[src/hw/rtl/pfld_pkg.sv]
// Shared types and constants for the page framebuffer line drawer.
// Holds the store geometry, operation codes and the beat structs.
// No dependencies; imported by every module of the block.
package pfld_pkg;

  // Store geometry
  localparam int MAX_WIDTH   = 128;
  localparam int MAX_HEIGHT  = 64;
  localparam int PAGE_COUNT  = (MAX_HEIGHT + 7) / 8;
  localparam int STORE_DEPTH = MAX_WIDTH * PAGE_COUNT;
  localparam int ADDR_W      = $clog2(STORE_DEPTH);

  // Operation codes
  localparam logic [1:0] OP_FILL  = 2'd0;
  localparam logic [1:0] OP_PIXEL = 2'd1;
  localparam logic [1:0] OP_LINE  = 2'd2;
  localparam logic [1:0] OP_READ  = 2'd3;

  // Register indexes on the configuration port
  localparam logic REG_WIDTH  = 1'b0;
  localparam logic REG_HEIGHT = 1'b1;

  // Command beat
  typedef struct packed {
    logic [1:0] op;
    logic [7:0] x_a;
    logic [7:0] y_a;
    logic [7:0] x_b;
    logic [7:0] y_b;
    logic       pixel_value;
    logic [7:0] fill_byte;
    logic [9:0] byte_index;
  } pfld_in_t;

  // Result beat
  typedef struct packed {
    logic [7:0] read_byte;
    logic       index_error;
  } pfld_out_t;

  // Status of the line stepper toward the store pipeline
  typedef struct packed {
    logic vld;   // a pixel coordinate is presented this cycle
    logic last;  // it is the end point of the line
  } pfld_step_t;

endpackage

[src/hw/rtl/pfld_line_step.sv]
// Bresenham line stepper: walks from start to end, one pixel per cycle.
// Depends on pfld_pkg for the stepper status struct.
module pfld_line_step (
  input  logic                clk,
  input  logic                rst_n,
  input  logic                start,
  input  logic [7:0]          xs,
  input  logic [7:0]          ys,
  input  logic [7:0]          xe,
  input  logic [7:0]          ye,
  output logic [7:0]          px,
  output logic [7:0]          py,
  output pfld_pkg::pfld_step_t ctl
);
  import pfld_pkg::*;

  logic               busy_r, busy_nxt;
  logic [7:0]         x_r, x_nxt, y_r, y_nxt;
  logic [7:0]         xe_r, ye_r;
  logic [7:0]         dx_r, dy_r;
  logic               sx_r, sy_r;
  logic signed [11:0] err_r, err_nxt;

  logic [7:0]         dx_s, dy_s;
  logic signed [11:0] e2;
  logic               step_x, step_y, at_end;

  // Setup values from the command coordinates
  assign dx_s = (xe > xs) ? (xe - xs) : (xs - xe);
  assign dy_s = (ye > ys) ? (ye - ys) : (ys - ye);

  // One Bresenham decision per cycle
  assign e2     = err_r <<< 1;
  assign step_x = e2 > -$signed({4'b0, dy_r});
  assign step_y = e2 < $signed({4'b0, dx_r});
  assign at_end = (x_r == xe_r) && (y_r == ye_r);

  always_comb begin
    busy_nxt = busy_r;
    x_nxt    = x_r;
    y_nxt    = y_r;
    err_nxt  = err_r;
    if (start) begin
      busy_nxt = 1'b1;
      x_nxt    = xs;
      y_nxt    = ys;
      err_nxt  = $signed({4'b0, dx_s}) - $signed({4'b0, dy_s});
    end else if (busy_r) begin
      if (at_end) begin
        busy_nxt = 1'b0;
      end else begin
        if (step_x) x_nxt = sx_r ? (x_r + 8'd1) : (x_r - 8'd1);
        if (step_y) y_nxt = sy_r ? (y_r + 8'd1) : (y_r - 8'd1);
        err_nxt = err_r - (step_x ? $signed({4'b0, dy_r}) : 12'sd0)
                        + (step_y ? $signed({4'b0, dx_r}) : 12'sd0);
      end
    end
  end

  always_ff @(posedge clk) begin
    if (!rst_n) begin
      busy_r <= 1'b0;
    end else begin
      busy_r <= busy_nxt;
    end
  end

  // Walk registers
  always_ff @(posedge clk) begin
    x_r   <= x_nxt;
    y_r   <= y_nxt;
    err_r <= err_nxt;
    if (start) begin
      xe_r <= xe;
      ye_r <= ye;
      dx_r <= dx_s;
      dy_r <= dy_s;
      sx_r <= xs < xe;
      sy_r <= ys < ye;
    end
  end

  assign px       = x_r;
  assign py       = y_r;
  assign ctl.vld  = busy_r;
  assign ctl.last = busy_r && at_end;

endmodule

[config.mk]
export PLATFORM = sky130hd
export DESIGN_NAME = pfld_line_step
export DESIGN_NICKNAME = d
export VERILOG_FILES = /design/src/hw/rtl/pfld_pkg.sv /design/src/hw/rtl/pfld_line_step.sv
export SDC_FILE = /design/constraint.sdc
export NUM_CORES = 1
export LEC_CHECK = 0
export ABC_AREA = 1
export BUFFER_PORTS_ARGS = -buffer_cell sky130_fd_sc_hd__buf_2
export CORE_MARGIN = 1.5
export CORE_UTILIZATION = 60
export DETAILED_ROUTE_END_ITERATION = 7
export GPL_TIMING_DRIVEN = 0
export PLACE_DENSITY = 0.86
export SKIP_LAST_GASP = 1
export SYNTH_ARGS = -nofsm -noshare
export SYNTH_HDL_FRONTEND = slang
export SYNTH_SLANG_ARGS = --single-unit
[constraint.sdc]
create_clock -name clk -period 11.3 [get_ports clk]
set_input_delay 2.26 -clock clk [delete_from_list [all_inputs] [get_ports clk]]
set_output_delay 2.26 -clock clk [all_outputs]
set_load 0.03 [all_outputs]
==> impl_metrics.ini <==
[drt]
wirelength_mm = 14.89
drt-vias-per-instance = 5.398
avgRoutedWirePerCell_um = 14.32
dr.first_iter.drc_count = 468
drc = 0
vias = 5614
firstDrtPassIters = 5
ant_nets = 0

[worst_setup_path]
crit_fanout = 9
cp-end-kind = flop
arrival_ns = 4.99
path_class = in2reg
required_ns = 11.38
cp-start-kind = input port

[cts]
path_clk_slew_ns = 0.07
cts_resized = 0
tritoncts = yes
root_buffer = clkbuf_8
clk_latency_ns = 0.37
cts_buffer_depth = 2
clock_sinks = 62
cts_made_buffers = 9
htree_levels = 3
post-cts-setup-buffers = 0
cts_hold_buf = 0

[power_and_ir_drop]
power_frac_seq_pct = 23.6
intPower_mw = 0.8314
p_sw_mw = 0.8257
power_leakage_nw = 3.672
p_clk_share_pct = 11.9
comb_power_share_pct = 64.5
pwr_density_cell_mw_per_mm2 = 236.6
power.share.switching_pct = 49.83
vdd_drop_max_v = 0.0001061

[timing]
fin_skew_ns = 0.009883
final-setup-viol-count = 0
final.min_clock_period_ns = 4.906
setup_slack_ns = 6.394
fin_hold_ws_ns = 0.6951
tightest_slew_ns = 0.8712
max_freq_ghz = 0.2038
slew_headroom_pct = 41.92
slew_viol_final = 0
finalSetupTns_ns = 0
finalCritPeriodShare_pct = 43.42
rsz0062_at_grt = no
finalHoldViolations = 0

[die]
core_mm2 = 0.01032
fp-row-count = 37
die_w_um = 106.1
fp.dieArea_mm2 = 0.01126
ioPinCount = 53
initial_core_util_pct = 61.82
die_y_um = 106.1

[logic_synthesis]
syn-mean-instance-area_um2 = 7.634
synth_nets = 968
synth_cells = 836
synth_top_area_share_pct = 28.70
netlist_area_mm2 = 0.006382
synth_area_leaders = edfxtp_1 (29%), ha_1 (16%), nand2_1 (11%)
synth-seq-cells = 62
synth_cell_types = 37
yosysWarnings = 0
synth_seq_area_share_pct = 29.01
yosys.area.top_type = edfxtp_1

[finish]
multiInputGateArea_mm2 = 0.003851
area_delta_synth_final_pct = 9.724
drive_gt1_share_pct = 11.06
nFillCells = 864
nets = 1031
seq_area_mm2 = 0.001852
num_antenna_cells = 0

[run_status]
status = finished, final reports clean

[placed_design]
io_buffers = 52
gp_congestion = 0.9761
dpl.hpwl_mm = 12.08
dp_slack_ns = 6.004

[global_routing]
grt_pass1_vias = 5442
antenna_found_initial = 0
grt_overflow = 0
grt_pass1_wl_mm = 24.79
grt_use_total_pct = 28.07
grt_max_degree = 36

[hold_path]
worstHoldPathType = reg2reg

[job]
drv_cap = 0
==> routing by layer <==
layer | up-vias | GRT usage (%) | routed length (µm)
met1 | 2564 | 34.62 | 6517
met2 | 171 | 48.02 | 7121
li1 | 2848 | - | -
met4 | 0 | 11.87 | 411
met3 | 31 | 5.273 | 839
met5 | - | 0 | 0
==> registers in the layout, summed over array words and instances, names as in the netlist <==
register	cells
err_r	11
dx_r	8
dy_r	8
px	8
py	8
xe_r	8
ye_r	8
busy_r	1
sx_r	1
sy_r	1
==> final cells by class <==
type                    count  area share, %
plain buffers              10         0.7147
well taps                 136          2.430
clock inverters             6         0.8933
multi-input cells         597          54.99
inverters                 167          8.987
clock buffers              10          1.822
repair buffers             52          3.716
flip-flops and latches     62          26.44
==> synthesized netlist by cell type (all sizes together) <==
cell / instances
o22ai: 2
xnor2: 6
edfxtp: 61
o21a: 3
o21ai: 53
nand3b: 1
buf: 4
a31oi: 5
dfxtp: 1
nor3: 11
clkbuf: 6
nand3: 39
o21bai: 4
fa: 15
xor2: 41
and2: 1
o211ai: 7
ha: 82
a21o: 7
nand2: 196
a21oi: 43
a221oi: 1
inv: 167
nor2: 61
o2111ai: 3
nand4: 16
==> logic make-up after synthesis <==
| family | count (synthesis) | synth area share, % |
|---|---|---|
| simple gates | 325 | 21.56 |
| buf+inv | 177 | 10.64 |
| compound gates | 128 | 11.55 |
| fa+ha+maj | 97 | 20.78 |
| flops | 62 | 29.01 |
| xor+xnor | 47 | 6.450 |
==> metrics by stage <==
step	instance area, µm²	util, %	std cells	power (mW)
after floorplan	6382	-	836	1.200
after global placement	6813	65.99	1024	1.413
after detailed placement	6813	65.99	1024	1.448
after CTS	7003	67.83	1040	1.648
after global routing	7003	67.83	1040	1.832
final	7003	67.83	1040	1.657
==> worst max-delay path: stages <==
cell and delay (ns):
buf_2 0.13, inv_1 0.05, ha_1 0.15, inv_1 0.07
fa_1 0.42, nand2_1 0.09, nand2_1 0.07, nand2_1 0.07
nand2_1 0.06, nand2_2 0.15, inv_2 0.10, nand2_1 0.07
nand2_1 0.14, fa_1 0.46, nand3_1 0.09, nand3_1 0.12
a21oi_1 0.21, xor2_1 0.16, o21ai_0 0.10
==> power groups by stage <==
| stage | Sequential [mW] | Clock, mW | Combinational (mW) |
|---|---|---|---|
| 2_1_floorplan | 0.413 | 0 | 0.786 |
| 3_3_place_gp | 0.393 | 0 | 1.02 |
| 3_5_place_dp | 0.395 | 0 | 1.05 |
| 4_1_cts | 0.390 | 0.197 | 1.06 |
| 5_1_grt | 0.398 | 0.207 | 1.23 |
| 6_report | 0.391 | 0.197 | 1.07 |
==> worst paths after layout <==
path	start	to	slack, ns	cells past startpoint
worst min-delay path	busy_r	busy_r	0.70	4
worst min register to register	busy_r	busy_r	0.70	4
worst max register to register	dy_r[0]	err_r[6]	6.95	24
worst max-delay path	xe[0]	err_r[6]	6.39	19
==> cells in the final DEF, fill, tap and decap left out, drive strengths merged, types with 15 or more instances in the layout <==
master  Yosys  final
nand4      16     16
a21oi      43     43
nor2       61     61
inv       167    167
clkbuf      6     16
edfxtp     61     61
buf         4     56
ha         82     82
o21ai      53     53
xor2       41     41
fa         15     15
nand2     196    196
nand3      39     39
Note: power is estimated with default switching activity, not from simulation.
